==> config.mk <==
export PLATFORM = sky130hd
export DESIGN_NAME = hsv_color_mask_centroid_flat
export DESIGN_NICKNAME = d
export VERILOG_FILES = /design/src/rtl/core/hcmc_pkg.sv /design/src/rtl/core/hcmc_if.sv /design/src/rtl/core/hsv_color_mask_centroid.sv /design/src/rtl/core/hcmc_div.sv /design/src/rtl/core/hcmc_ctrl.sv /design/src/rtl/core/hcmc_dp.sv /design/src/flat_wrapper.sv
export SDC_FILE = /design/constraint.sdc
export NUM_CORES = 1
export LEC_CHECK = 0
export BUFFER_PORTS_ARGS = -buffer_cell sky130_fd_sc_hd__buf_2
export CAP_MARGIN = 20
export CORE_AREA = 2 2 195 197
export CTS_BUF_LIST = sky130_fd_sc_hd__clkbuf_16
export CTS_CLUSTER_SIZE = 16
export DETAILED_ROUTE_END_ITERATION = 16
export DIE_AREA = 0 0 197 199
export PLACE_DENSITY = 0.77
export REMOVE_ABC_BUFFERS = 1
export SETUP_SLACK_MARGIN = 0.2
export SLEW_MARGIN = 20
export SYNTH_ARGS = -nofsm -noshare
export SYNTH_HDL_FRONTEND = slang
export SYNTH_HIERARCHICAL = 1
export SYNTH_SLANG_ARGS = --single-unit
==> constraint.sdc <==
create_clock -name clk -period 6.6 [get_ports clk]
set_input_delay 1.32 -clock clk [delete_from_list [all_inputs] [get_ports clk]]
set_output_delay 1.32 -clock clk [all_outputs]
set_load 0.05 [all_outputs]
==> src/rtl/core/hcmc_pkg.sv <==
package hcmc_pkg;

  localparam int MAX_WIDTH  = 1024;
  localparam int MAX_HEIGHT = 1024;

  localparam int COL_W   = $clog2(MAX_WIDTH);
  localparam int ROW_W   = $clog2(MAX_HEIGHT);
  localparam int LIM_W   = 10;
  localparam int CMP_W   = (COL_W > LIM_W) ? COL_W : LIM_W;
  localparam int CH_W    = 8;
  localparam int SUM_W   = 30;
  localparam int CNT_W   = 21;
  localparam int CEN_W   = 10;
  localparam int STEP_W  = $clog2(SUM_W);
  localparam int CFG_IDX_W = 3;
  localparam int CFG_DAT_W = 10;

  localparam logic [SUM_W-1:0] SUM_MAX = {SUM_W{1'b1}};
  localparam logic [CNT_W-1:0] CNT_MAX = {CNT_W{1'b1}};
  localparam logic [COL_W-1:0] COL_LAST = COL_W'(MAX_WIDTH - 1);
  localparam logic [ROW_W-1:0] ROW_LAST = ROW_W'(MAX_HEIGHT - 1);

  localparam logic [CH_W-1:0] MASK_ON  = 8'd255;
  localparam logic [CH_W-1:0] MASK_OFF = 8'd0;

  localparam logic KIND_MASK     = 1'b0;
  localparam logic KIND_CENTROID = 1'b1;

  typedef enum logic [CFG_IDX_W-1:0] {
    REG_HUE_MIN  = 3'd0,
    REG_HUE_MAX  = 3'd1,
    REG_SAT_MIN  = 3'd2,
    REG_SAT_MAX  = 3'd3,
    REG_VAL_MIN  = 3'd4,
    REG_VAL_MAX  = 3'd5,
    REG_COL_LIM  = 3'd6,
    REG_INVERT   = 3'd7
  } cfg_idx_t;

  typedef enum logic [1:0] {
    ST_IDLE = 2'd0,
    ST_DIV  = 2'd1,
    ST_EMIT = 2'd2
  } state_t;

  typedef struct packed {
    logic [CH_W-1:0] hue;
    logic [CH_W-1:0] sat;
    logic [CH_W-1:0] val;
    logic            row_end;
    logic            frame_end;
  } pix_t;

  typedef struct packed {
    logic accept;
    logic div_start;
    logic load_cent;
  } cmd_t;

  typedef struct packed {
    logic out_free;
    logic div_done;
    logic div_busy;
  } sts_t;

endpackage

==> src/rtl/core/hcmc_if.sv <==
interface hcmc_in_if;
  logic                      valid;
  logic                      ready;
  logic [hcmc_pkg::CH_W-1:0] hue;
  logic [hcmc_pkg::CH_W-1:0] sat;
  logic [hcmc_pkg::CH_W-1:0] val;
  logic                      row_end;
  logic                      frame_end;

  modport source (output valid, hue, sat, val, row_end, frame_end, input ready);
  modport sink   (input valid, hue, sat, val, row_end, frame_end, output ready);
endinterface

interface hcmc_out_if;
  logic                       valid;
  logic                       ready;
  logic                       kind;
  logic [hcmc_pkg::CH_W-1:0]  mask_value;
  logic                       in_window;
  logic [hcmc_pkg::CEN_W-1:0] centroid_row;
  logic [hcmc_pkg::CEN_W-1:0] centroid_col;
  logic [hcmc_pkg::CNT_W-1:0] match_count;
  logic                       last;

  modport source (output valid, kind, mask_value, in_window, centroid_row, centroid_col,
                  match_count, last, input ready);
  modport sink   (input valid, kind, mask_value, in_window, centroid_row, centroid_col,
                  match_count, last, output ready);
endinterface

==> src/rtl/core/hsv_color_mask_centroid.sv <==
// Mask results are registered: each pixel's result is loaded into the output register when its request is accepted.
// Throughput: one pixel per cycle while the result side keeps up, within a frame.
// Frame end: a restoring divider (one quotient bit per cycle) forms the centroid;
//   the centroid result is loaded into the output register once the divide is done
//   and the output is free, and no pixel is taken until it is loaded.
// Reset (rst_n low, synchronous): registers to defaults, position, sums and count to 0.
module hsv_color_mask_centroid (
  input  logic                           clk,
  input  logic                           rst_n,
  input  logic                           cfg_we,
  input  logic [hcmc_pkg::CFG_IDX_W-1:0] cfg_idx,
  input  logic [hcmc_pkg::CFG_DAT_W-1:0] cfg_wdata,
  hcmc_in_if.sink                        in_pix,
  hcmc_out_if.source                     out_pix
);

  hcmc_pkg::cmd_t             cmd;
  hcmc_pkg::sts_t             sts;
  hcmc_pkg::pix_t             pix;
  logic                       in_ready;
  logic [hcmc_pkg::SUM_W-1:0] dvd_row, dvd_col, quo_row, quo_col;
  logic [hcmc_pkg::CNT_W-1:0] dvs;
  logic                       div_busy, div_done;

  assign pix.hue       = in_pix.hue;
  assign pix.sat       = in_pix.sat;
  assign pix.val       = in_pix.val;
  assign pix.row_end   = in_pix.row_end;
  assign pix.frame_end = in_pix.frame_end;
  assign in_pix.ready  = in_ready;

  hcmc_ctrl u_ctrl (
    .clk          (clk),
    .rst_n        (rst_n),
    .in_valid     (in_pix.valid),
    .in_frame_end (in_pix.frame_end),
    .sts          (sts),
    .in_ready     (in_ready),
    .cmd          (cmd)
  );

  hcmc_div u_div (
    .clk   (clk),
    .rst_n (rst_n),
    .start (cmd.div_start),
    .dvd_a (dvd_row),
    .dvd_b (dvd_col),
    .dvs   (dvs),
    .quo_a (quo_row),
    .quo_b (quo_col),
    .busy  (div_busy),
    .done  (div_done)
  );

  hcmc_dp u_dp (
    .clk       (clk),
    .rst_n     (rst_n),
    .cfg_we    (cfg_we),
    .cfg_idx   (cfg_idx),
    .cfg_wdata (cfg_wdata),
    .pix       (pix),
    .cmd       (cmd),
    .div_busy  (div_busy),
    .div_done  (div_done),
    .quo_row   (quo_row),
    .quo_col   (quo_col),
    .dvd_row   (dvd_row),
    .dvd_col   (dvd_col),
    .dvs       (dvs),
    .sts       (sts),
    .out_pix   (out_pix)
  );

`ifndef SYNTHESIS
  a_frame_end_stalls: assert property (@(posedge clk) disable iff (!rst_n)
    in_pix.valid && in_pix.ready && in_pix.frame_end |=> !in_pix.ready)
    else $error("pixel taken right after frame end");

  a_busy_no_ready: assert property (@(posedge clk) disable iff (!rst_n)
    div_busy |-> !in_pix.ready)
    else $error("pixel request accepted while centroid divide runs");

  a_centroid_last: assert property (@(posedge clk) disable iff (!rst_n)
    out_pix.valid && (out_pix.kind == hcmc_pkg::KIND_CENTROID) |->
      out_pix.last && (out_pix.mask_value == hcmc_pkg::MASK_OFF) && !out_pix.in_window)
    else $error("centroid result malformed");
`endif

endmodule

==> src/rtl/core/hcmc_div.sv <==
module hcmc_div (
  input  logic                        clk,
  input  logic                        rst_n,
  input  logic                        start,
  input  logic [hcmc_pkg::SUM_W-1:0]  dvd_a,
  input  logic [hcmc_pkg::SUM_W-1:0]  dvd_b,
  input  logic [hcmc_pkg::CNT_W-1:0]  dvs,
  output logic [hcmc_pkg::SUM_W-1:0]  quo_a,
  output logic [hcmc_pkg::SUM_W-1:0]  quo_b,
  output logic                        busy,
  output logic                        done
);

  logic [hcmc_pkg::SUM_W-1:0]  a_r, a_nxt, b_r, b_nxt;
  logic [hcmc_pkg::CNT_W-1:0]  ra_r, ra_nxt, rb_r, rb_nxt, dvs_r;
  logic [hcmc_pkg::STEP_W-1:0] step_r, step_nxt;
  logic                        busy_r, busy_nxt, done_r, done_nxt;
  logic [hcmc_pkg::CNT_W:0]    ta, tb, da, db;
  logic                        qa, qb;

  // restoring, one quotient bit per cycle for both dividends
  always_comb begin
    ta = {ra_r, a_r[hcmc_pkg::SUM_W-1]};
    tb = {rb_r, b_r[hcmc_pkg::SUM_W-1]};
    da = ta - {1'b0, dvs_r};
    db = tb - {1'b0, dvs_r};
    qa = (ta >= {1'b0, dvs_r});
    qb = (tb >= {1'b0, dvs_r});
    a_nxt    = a_r;
    b_nxt    = b_r;
    ra_nxt   = ra_r;
    rb_nxt   = rb_r;
    step_nxt = step_r;
    busy_nxt = busy_r;
    done_nxt = 1'b0;
    if (start) begin
      a_nxt    = dvd_a;
      b_nxt    = dvd_b;
      ra_nxt   = '0;
      rb_nxt   = '0;
      step_nxt = hcmc_pkg::STEP_W'(hcmc_pkg::SUM_W - 1);
      busy_nxt = 1'b1;
    end else if (busy_r) begin
      a_nxt  = {a_r[hcmc_pkg::SUM_W-2:0], qa};
      b_nxt  = {b_r[hcmc_pkg::SUM_W-2:0], qb};
      ra_nxt = qa ? da[hcmc_pkg::CNT_W-1:0] : ta[hcmc_pkg::CNT_W-1:0];
      rb_nxt = qb ? db[hcmc_pkg::CNT_W-1:0] : tb[hcmc_pkg::CNT_W-1:0];
      step_nxt = step_r - 1'b1;
      if (step_r == '0) begin
        busy_nxt = 1'b0;
        done_nxt = 1'b1;
      end
    end
  end

  always_ff @(posedge clk) begin
    if (!rst_n) begin
      busy_r <= 1'b0;
      done_r <= 1'b0;
      step_r <= '0;
    end else begin
      busy_r <= busy_nxt;
      done_r <= done_nxt;
      step_r <= step_nxt;
    end
    a_r  <= a_nxt;
    b_r  <= b_nxt;
    ra_r <= ra_nxt;
    rb_r <= rb_nxt;
    if (start) begin
      dvs_r <= dvs;
    end
  end

  assign quo_a = a_r;
  assign quo_b = b_r;
  assign busy  = busy_r;
  assign done  = done_r;

endmodule

==> src/rtl/core/hcmc_ctrl.sv <==
module hcmc_ctrl (
  input  logic           clk,
  input  logic           rst_n,
  input  logic           in_valid,
  input  logic           in_frame_end,
  input  hcmc_pkg::sts_t sts,
  output logic           in_ready,
  output hcmc_pkg::cmd_t cmd
);

  hcmc_pkg::state_t state_r, state_nxt;

  always_comb begin
    state_nxt = state_r;
    case (state_r)
      hcmc_pkg::ST_IDLE: begin
        if (in_valid && sts.out_free && in_frame_end) begin
          state_nxt = hcmc_pkg::ST_DIV;
        end
      end
      hcmc_pkg::ST_DIV: begin
        if (sts.div_done) begin
          state_nxt = hcmc_pkg::ST_EMIT;
        end
      end
      hcmc_pkg::ST_EMIT: begin
        if (sts.out_free) begin
          state_nxt = hcmc_pkg::ST_IDLE;
        end
      end
      default: state_nxt = hcmc_pkg::ST_IDLE;
    endcase
  end

  always_comb begin
    in_ready      = 1'b0;
    cmd.accept    = 1'b0;
    cmd.div_start = 1'b0;
    cmd.load_cent = 1'b0;
    case (state_r)
      hcmc_pkg::ST_IDLE: begin
        in_ready      = sts.out_free;
        cmd.accept    = in_valid && sts.out_free;
        cmd.div_start = in_valid && sts.out_free && in_frame_end;
      end
      hcmc_pkg::ST_EMIT: begin
        cmd.load_cent = sts.out_free;
      end
      default: begin
        in_ready = 1'b0;
      end
    endcase
  end

  always_ff @(posedge clk) begin
    if (!rst_n) begin
      state_r <= hcmc_pkg::ST_IDLE;
    end else begin
      state_r <= state_nxt;
    end
  end

endmodule

==> src/rtl/core/hcmc_dp.sv <==
module hcmc_dp (
  input  logic                           clk,
  input  logic                           rst_n,
  input  logic                           cfg_we,
  input  logic [hcmc_pkg::CFG_IDX_W-1:0] cfg_idx,
  input  logic [hcmc_pkg::CFG_DAT_W-1:0] cfg_wdata,
  input  hcmc_pkg::pix_t                 pix,
  input  hcmc_pkg::cmd_t                 cmd,
  input  logic                           div_busy,
  input  logic                           div_done,
  input  logic [hcmc_pkg::SUM_W-1:0]     quo_row,
  input  logic [hcmc_pkg::SUM_W-1:0]     quo_col,
  output logic [hcmc_pkg::SUM_W-1:0]     dvd_row,
  output logic [hcmc_pkg::SUM_W-1:0]     dvd_col,
  output logic [hcmc_pkg::CNT_W-1:0]     dvs,
  output hcmc_pkg::sts_t                 sts,
  hcmc_out_if.source                     out_pix
);

  logic [hcmc_pkg::CH_W-1:0]  hue_min_r, hue_max_r, sat_min_r, sat_max_r;
  logic [hcmc_pkg::CH_W-1:0]  val_min_r, val_max_r;
  logic [hcmc_pkg::LIM_W-1:0] col_lim_r;
  logic                       invert_r;

  logic [hcmc_pkg::ROW_W-1:0] row_pos_r, row_pos_nxt;
  logic [hcmc_pkg::COL_W-1:0] col_pos_r, col_pos_nxt;
  logic [hcmc_pkg::SUM_W-1:0] row_sum_r, row_sum_nxt, col_sum_r, col_sum_nxt;
  logic [hcmc_pkg::CNT_W-1:0] cnt_r, cnt_nxt, cnt_lat_r;
  logic [hcmc_pkg::SUM_W-1:0] row_acc, col_acc;
  logic [hcmc_pkg::CNT_W-1:0] cnt_acc;
  logic [hcmc_pkg::SUM_W:0]   row_add, col_add;
  logic                       match, inwin, hit, on;

  logic                       out_valid_r;
  logic                       kind_r, inwin_r, last_r;
  logic [hcmc_pkg::CH_W-1:0]  mask_r;
  logic [hcmc_pkg::CEN_W-1:0] cen_row_r, cen_col_r;
  logic [hcmc_pkg::CNT_W-1:0] count_r;

  always_comb begin
    match = (pix.hue >= hue_min_r) && (pix.hue <= hue_max_r) &&
            (pix.sat >= sat_min_r) && (pix.sat <= sat_max_r) &&
            (pix.val >= val_min_r) && (pix.val <= val_max_r);
    inwin = hcmc_pkg::CMP_W'(col_pos_r) <= hcmc_pkg::CMP_W'(col_lim_r);
    hit   = inwin && match && (cnt_r != hcmc_pkg::CNT_MAX);
    on    = invert_r ? !match : match;

    row_add = {1'b0, row_sum_r} + (hcmc_pkg::SUM_W + 1)'(row_pos_r);
    col_add = {1'b0, col_sum_r} + (hcmc_pkg::SUM_W + 1)'(col_pos_r);
    row_acc = row_sum_r;
    col_acc = col_sum_r;
    cnt_acc = cnt_r;
    if (hit) begin
      row_acc = (row_add > (hcmc_pkg::SUM_W + 1)'(hcmc_pkg::SUM_MAX)) ?
                hcmc_pkg::SUM_MAX : row_add[hcmc_pkg::SUM_W-1:0];
      col_acc = (col_add > (hcmc_pkg::SUM_W + 1)'(hcmc_pkg::SUM_MAX)) ?
                hcmc_pkg::SUM_MAX : col_add[hcmc_pkg::SUM_W-1:0];
      cnt_acc = cnt_r + 1'b1;
    end

    row_pos_nxt = row_pos_r;
    col_pos_nxt = col_pos_r;
    row_sum_nxt = row_sum_r;
    col_sum_nxt = col_sum_r;
    cnt_nxt     = cnt_r;
    if (cmd.accept) begin
      if (pix.frame_end) begin
        row_pos_nxt = '0;
        col_pos_nxt = '0;
        row_sum_nxt = '0;
        col_sum_nxt = '0;
        cnt_nxt     = '0;
      end else begin
        row_sum_nxt = row_acc;
        col_sum_nxt = col_acc;
        cnt_nxt     = cnt_acc;
        if (pix.row_end) begin
          col_pos_nxt = '0;
          if (row_pos_r != hcmc_pkg::ROW_LAST) begin
            row_pos_nxt = row_pos_r + 1'b1;
          end
        end else if (col_pos_r != hcmc_pkg::COL_LAST) begin
          col_pos_nxt = col_pos_r + 1'b1;
        end
      end
    end
  end

  assign dvd_row = row_acc;
  assign dvd_col = col_acc;
  assign dvs     = cnt_acc;

  always_ff @(posedge clk) begin
    if (!rst_n) begin
      hue_min_r <= 8'd106;
      hue_max_r <= 8'd111;
      sat_min_r <= 8'd181;
      sat_max_r <= 8'd199;
      val_min_r <= 8'd156;
      val_max_r <= 8'd175;
      col_lim_r <= 10'd1023;
      invert_r  <= 1'b0;
    end else if (cfg_we) begin
      case (hcmc_pkg::cfg_idx_t'(cfg_idx))
        hcmc_pkg::REG_HUE_MIN: hue_min_r <= cfg_wdata[hcmc_pkg::CH_W-1:0];
        hcmc_pkg::REG_HUE_MAX: hue_max_r <= cfg_wdata[hcmc_pkg::CH_W-1:0];
        hcmc_pkg::REG_SAT_MIN: sat_min_r <= cfg_wdata[hcmc_pkg::CH_W-1:0];
        hcmc_pkg::REG_SAT_MAX: sat_max_r <= cfg_wdata[hcmc_pkg::CH_W-1:0];
        hcmc_pkg::REG_VAL_MIN: val_min_r <= cfg_wdata[hcmc_pkg::CH_W-1:0];
        hcmc_pkg::REG_VAL_MAX: val_max_r <= cfg_wdata[hcmc_pkg::CH_W-1:0];
        hcmc_pkg::REG_COL_LIM: col_lim_r <= cfg_wdata[hcmc_pkg::LIM_W-1:0];
        hcmc_pkg::REG_INVERT:  invert_r  <= cfg_wdata[0];
        default: invert_r <= invert_r;
      endcase
    end
  end

  always_ff @(posedge clk) begin
    if (!rst_n) begin
      row_pos_r <= '0;
      col_pos_r <= '0;
      row_sum_r <= '0;
      col_sum_r <= '0;
      cnt_r     <= '0;
    end else begin
      row_pos_r <= row_pos_nxt;
      col_pos_r <= col_pos_nxt;
      row_sum_r <= row_sum_nxt;
      col_sum_r <= col_sum_nxt;
      cnt_r     <= cnt_nxt;
    end
    if (cmd.div_start) begin
      cnt_lat_r <= cnt_acc;
    end
  end

  // output register
  always_ff @(posedge clk) begin
    if (!rst_n) begin
      out_valid_r <= 1'b0;
    end else if (cmd.accept || cmd.load_cent) begin
      out_valid_r <= 1'b1;
    end else if (out_pix.ready) begin
      out_valid_r <= 1'b0;
    end
    if (cmd.accept) begin
      kind_r    <= hcmc_pkg::KIND_MASK;
      mask_r    <= (inwin && on) ? hcmc_pkg::MASK_ON : hcmc_pkg::MASK_OFF;
      inwin_r   <= inwin;
      cen_row_r <= '0;
      cen_col_r <= '0;
      count_r   <= '0;
      last_r    <= !pix.frame_end;
    end else if (cmd.load_cent) begin
      kind_r    <= hcmc_pkg::KIND_CENTROID;
      mask_r    <= hcmc_pkg::MASK_OFF;
      inwin_r   <= 1'b0;
      cen_row_r <= (cnt_lat_r == '0) ? '0 : quo_row[hcmc_pkg::CEN_W-1:0];
      cen_col_r <= (cnt_lat_r == '0) ? '0 : quo_col[hcmc_pkg::CEN_W-1:0];
      count_r   <= cnt_lat_r;
      last_r    <= 1'b1;
    end
  end

  assign sts.out_free = !out_valid_r || out_pix.ready;
  assign sts.div_done = div_done;
  assign sts.div_busy = div_busy;

  assign out_pix.valid        = out_valid_r;
  assign out_pix.kind         = kind_r;
  assign out_pix.mask_value   = mask_r;
  assign out_pix.in_window    = inwin_r;
  assign out_pix.centroid_row = cen_row_r;
  assign out_pix.centroid_col = cen_col_r;
  assign out_pix.match_count  = count_r;
  assign out_pix.last         = last_r;

endmodule

==> src/flat_wrapper.sv <==
// flat-port wrapper written by rule: the top's interface ports become plain ports
module hsv_color_mask_centroid_flat 
  (clk, rst_n, cfg_we, cfg_idx, cfg_wdata, in_pix_valid, in_pix_hue, in_pix_sat, in_pix_val, in_pix_row_end, in_pix_frame_end, in_pix_ready, out_pix_valid, out_pix_kind, out_pix_mask_value, out_pix_in_window, out_pix_centroid_row, out_pix_centroid_col, out_pix_match_count, out_pix_last, out_pix_ready);
  hcmc_in_if in_pix_i ();
  hcmc_out_if out_pix_i ();
  input  logic clk;
  input  logic rst_n;
  input  logic cfg_we;
  input  logic [hcmc_pkg::CFG_IDX_W-1:0] cfg_idx;
  input  logic [hcmc_pkg::CFG_DAT_W-1:0] cfg_wdata;
  input wire logic [$bits(in_pix_i.valid)-1:0] in_pix_valid;
  input wire logic [$bits(in_pix_i.hue)-1:0] in_pix_hue;
  input wire logic [$bits(in_pix_i.sat)-1:0] in_pix_sat;
  input wire logic [$bits(in_pix_i.val)-1:0] in_pix_val;
  input wire logic [$bits(in_pix_i.row_end)-1:0] in_pix_row_end;
  input wire logic [$bits(in_pix_i.frame_end)-1:0] in_pix_frame_end;
  output wire logic [$bits(in_pix_i.ready)-1:0] in_pix_ready;
  output wire logic [$bits(out_pix_i.valid)-1:0] out_pix_valid;
  output wire logic [$bits(out_pix_i.kind)-1:0] out_pix_kind;
  output wire logic [$bits(out_pix_i.mask_value)-1:0] out_pix_mask_value;
  output wire logic [$bits(out_pix_i.in_window)-1:0] out_pix_in_window;
  output wire logic [$bits(out_pix_i.centroid_row)-1:0] out_pix_centroid_row;
  output wire logic [$bits(out_pix_i.centroid_col)-1:0] out_pix_centroid_col;
  output wire logic [$bits(out_pix_i.match_count)-1:0] out_pix_match_count;
  output wire logic [$bits(out_pix_i.last)-1:0] out_pix_last;
  input wire logic [$bits(out_pix_i.ready)-1:0] out_pix_ready;
  assign in_pix_i.valid = in_pix_valid;
  assign in_pix_i.hue = in_pix_hue;
  assign in_pix_i.sat = in_pix_sat;
  assign in_pix_i.val = in_pix_val;
  assign in_pix_i.row_end = in_pix_row_end;
  assign in_pix_i.frame_end = in_pix_frame_end;
  assign in_pix_ready = in_pix_i.ready;
  assign out_pix_valid = out_pix_i.valid;
  assign out_pix_kind = out_pix_i.kind;
  assign out_pix_mask_value = out_pix_i.mask_value;
  assign out_pix_in_window = out_pix_i.in_window;
  assign out_pix_centroid_row = out_pix_i.centroid_row;
  assign out_pix_centroid_col = out_pix_i.centroid_col;
  assign out_pix_match_count = out_pix_i.match_count;
  assign out_pix_last = out_pix_i.last;
  assign out_pix_i.ready = out_pix_ready;
  hsv_color_mask_centroid u_core (.clk(clk), .rst_n(rst_n), .cfg_we(cfg_we), .cfg_idx(cfg_idx), .cfg_wdata(cfg_wdata), .in_pix(in_pix_i), .out_pix(out_pix_i));
endmodule
==> flow_metrics.tcl <==
set metrics [dict create \
    peakVddDrop_mv 0.2158 \
    drv_cap 0 \
    clk_pin_slew_ns 0.06 \
    place_ws_ns 1.657 \
    tightestPinTransition_ns 1.035 \
    slew_headroom_pct 30.88 \
    power_density_nw_per_um2 280.3 \
    coreArea_um2 37130 \
    final_cells 2779 \
    initial_utilization_pct 54.57 \
    period_minus_slack_ns 4.483 \
    regToRegSetupSlack_ns 2.64 \
    cp-start-kind "primary input" \
    viasPerCell 6.165 \
    nNetsFinal 2446 \
    die_x_um 197 \
    whs_ns 0.4551 \
    dp_hpwl_um 35280 \
    cts_post_setup_buffers_inserted 0 \
    first_global_vias 16386 \
    holdPathStages 2 \
    crit_path_end_kind "register" \
    place_inst 2705 \
    syn_inst 2231 \
    cts_tree "built" \
    p_leak_nw 9.114 \
    place_congestion 0.9466 \
    via_count 17132 \
    grt_usage_pct 26.05 \
    finalPower_w 0.006243 \
    routedWlPerCell_um 18.45 \
    hold_viol 0 \
    final.period_utilization_pct 67.92 \
    antenna_found_initial 1 \
    fin_util_pct 59.97 \
    first_pass_iters 5 \
    skew_ns 0.02539 \
    rr_endpoint "u_core/u_div/quo_a[18]" \
    grt_pass1_wl_um 82940 \
    rsz0062_at_grt "no" \
    grt_max_degree 93 \
    cts_max_path_buffers 3 \
    clock_latency_ns 0.56 \
    crit_fanout 27 \
    n_fill_cell 3149 \
    hp-start "u_core/u_dp/val_min_r[6]" \
    setup_viol 0 \
    setup_slack_ns 2.117 \
    cp.arrival_ns 4.77 \
    status "finished, final reports clean" \
    drc 0 \
    r2r_cells 11 \
    hold_path_class "register to register" \
    drtAntennaViolNets 0 \
    drive_above_1_share_pct 12.80 \
    cts_max_level 2 \
    dieArea_um2 39200 \
    areaGrowthSynthToFinish_pct 9.897 \
    rows 71 \
    cts.sinks 359 \
    drt-total-wl_um 51280 \
    numCtsBuffers 40 \
    cts.repair.resized 0 \
    avgSynthCellArea_um2 9.083 \
    port_buffers 97 \
    ctsHoldBuffers 0 \
    max_freq_mhz 223.1 \
    yosys_warnings 6 \
    chipHeight_um 199 \
    synth_area_um2 20260 \
    overflow 0 \
    slew_viol_final 0 \
    clock-root-buffer "clkbuf_16" \
    worstPathRequired_ns 6.89 \
    hold_end "u_core/u_dp/val_min_r[6]" \
    num_io_pins 98 \
    worstSetupPathType "primary input to register" \
    drt-initial-drc-count 1648 \
    timing.rr.start "u_core/u_dp/sat_max_r[1]" \
]
## cell usage in the layout, fill, tap and decap left out, drive strengths merged, types with 8 or more instances in the layout
cell type	count
dfxtp	254
nand2	236
nor2	187
a21oi	176
inv	131
ha	125
buf	124
edfxtp	105
o21ai	93
mux2	68
a31oi	58
nand3	54
o211ai	48
mux2i	47
a211oi	46
clkbuf	42
xnor2	40
a22o	35
nor3	35
xor2	34
nand4	30
and3	28
and2	23
nor2b	22
nor4	22
a21o	19
nand2b	19
and4	17
clkinv	14
or3	13
a311oi	13
o21a	11
a32oi	11
o21bai	10
a41oi	8
a2111oi	8
## power breakdown
part	switching [W]	total (W)	internal [W]
Combinational	0.000930	0.00156	0.000634
Sequential	0.000110	0.00256	0.00245
Clock	0.000896	0.00212	0.00122
## critical path: stages
cell,delay [ns]
buf_2,0.11
ha_1,0.31
nor2b_1,0.14
o211ai_1,0.17
a21oi_1,0.09
o21ai_0,0.35
and4_1,0.37
nand3_2,0.59
nor3_1,0.86
a31oi_1,0.17
mux2_2,0.29
## stage by stage
step / TNS, ns / area, µm²
2_1_floorplan: -84.97 / 19670
3_3_place_gp: 0 / 21010
3_5_place_dp: 0 / 21010
4_1_cts: 0 / 22260
5_1_grt: 0 / 22270
6_report: 0 / 22270
## worst max-delay path by stage
stage | from | end | slack, ns
final | in_pix_hue[1] | u_core/u_div/quo_a[18] | 2.12
after global routing | in_pix_val[3] | u_core/u_div/quo_a[18] | 2.03
after CTS | in_pix_val[3] | u_core/u_div/quo_a[18] | 2.28
after detailed placement | in_pix_val[3] | u_core/u_div/quo_a[18] | 1.66
after global placement | in_pix_val[3] | u_core/u_div/quo_a[18] | 1.74
after floorplan | out_pix_ready | u_core/u_div/quo_a[0] | -1.40
## area by class of cell
type | instances | area [µm²] | share of cell area [%]
Antenna cell | 1 | 2.502 | 0.01124
Clock buffer | 42 | 1051 | 4.719
Clock inverter | 31 | 193.9 | 0.8708
Inverter | 117 | 439.2 | 1.972
Multi-Input combinational cell | 1631 | 11050 | 49.62
Sequential cell | 359 | 8239 | 37.00
Tap cell | 474 | 593.1 | 2.663
Timing Repair Buffer | 124 | 700.7 | 3.146
## metal layers
metal  wire, µm  global-route usage [%]
met1      22570                   34.27
met4       1465                   10.08
met3       2925                   3.493
met2      24320                   43.69
met5          0                       0
## flip-flops by register name, summed over array words and instances, names as in the netlist, 10 cells and up
name                              cells
u_core/u_div/dvs_r                   21
u_core/u_div/quo_a                   30
u_core/u_div/quo_b                   30
u_core/u_div/ra_r                    21
u_core/u_div/rb_r                    21
u_core/u_dp/cnt_lat_r                21
u_core/u_dp/cnt_r                    21
u_core/u_dp/col_lim_r                10
u_core/u_dp/col_pos_r                10
u_core/u_dp/col_sum_r                30
u_core/u_dp/out_pix.centroid_col     10
u_core/u_dp/out_pix.centroid_row     10
u_core/u_dp/out_pix.match_count      21
u_core/u_dp/row_pos_r                10
u_core/u_dp/row_sum_r                30
Power figures use the tool's default switching activity.
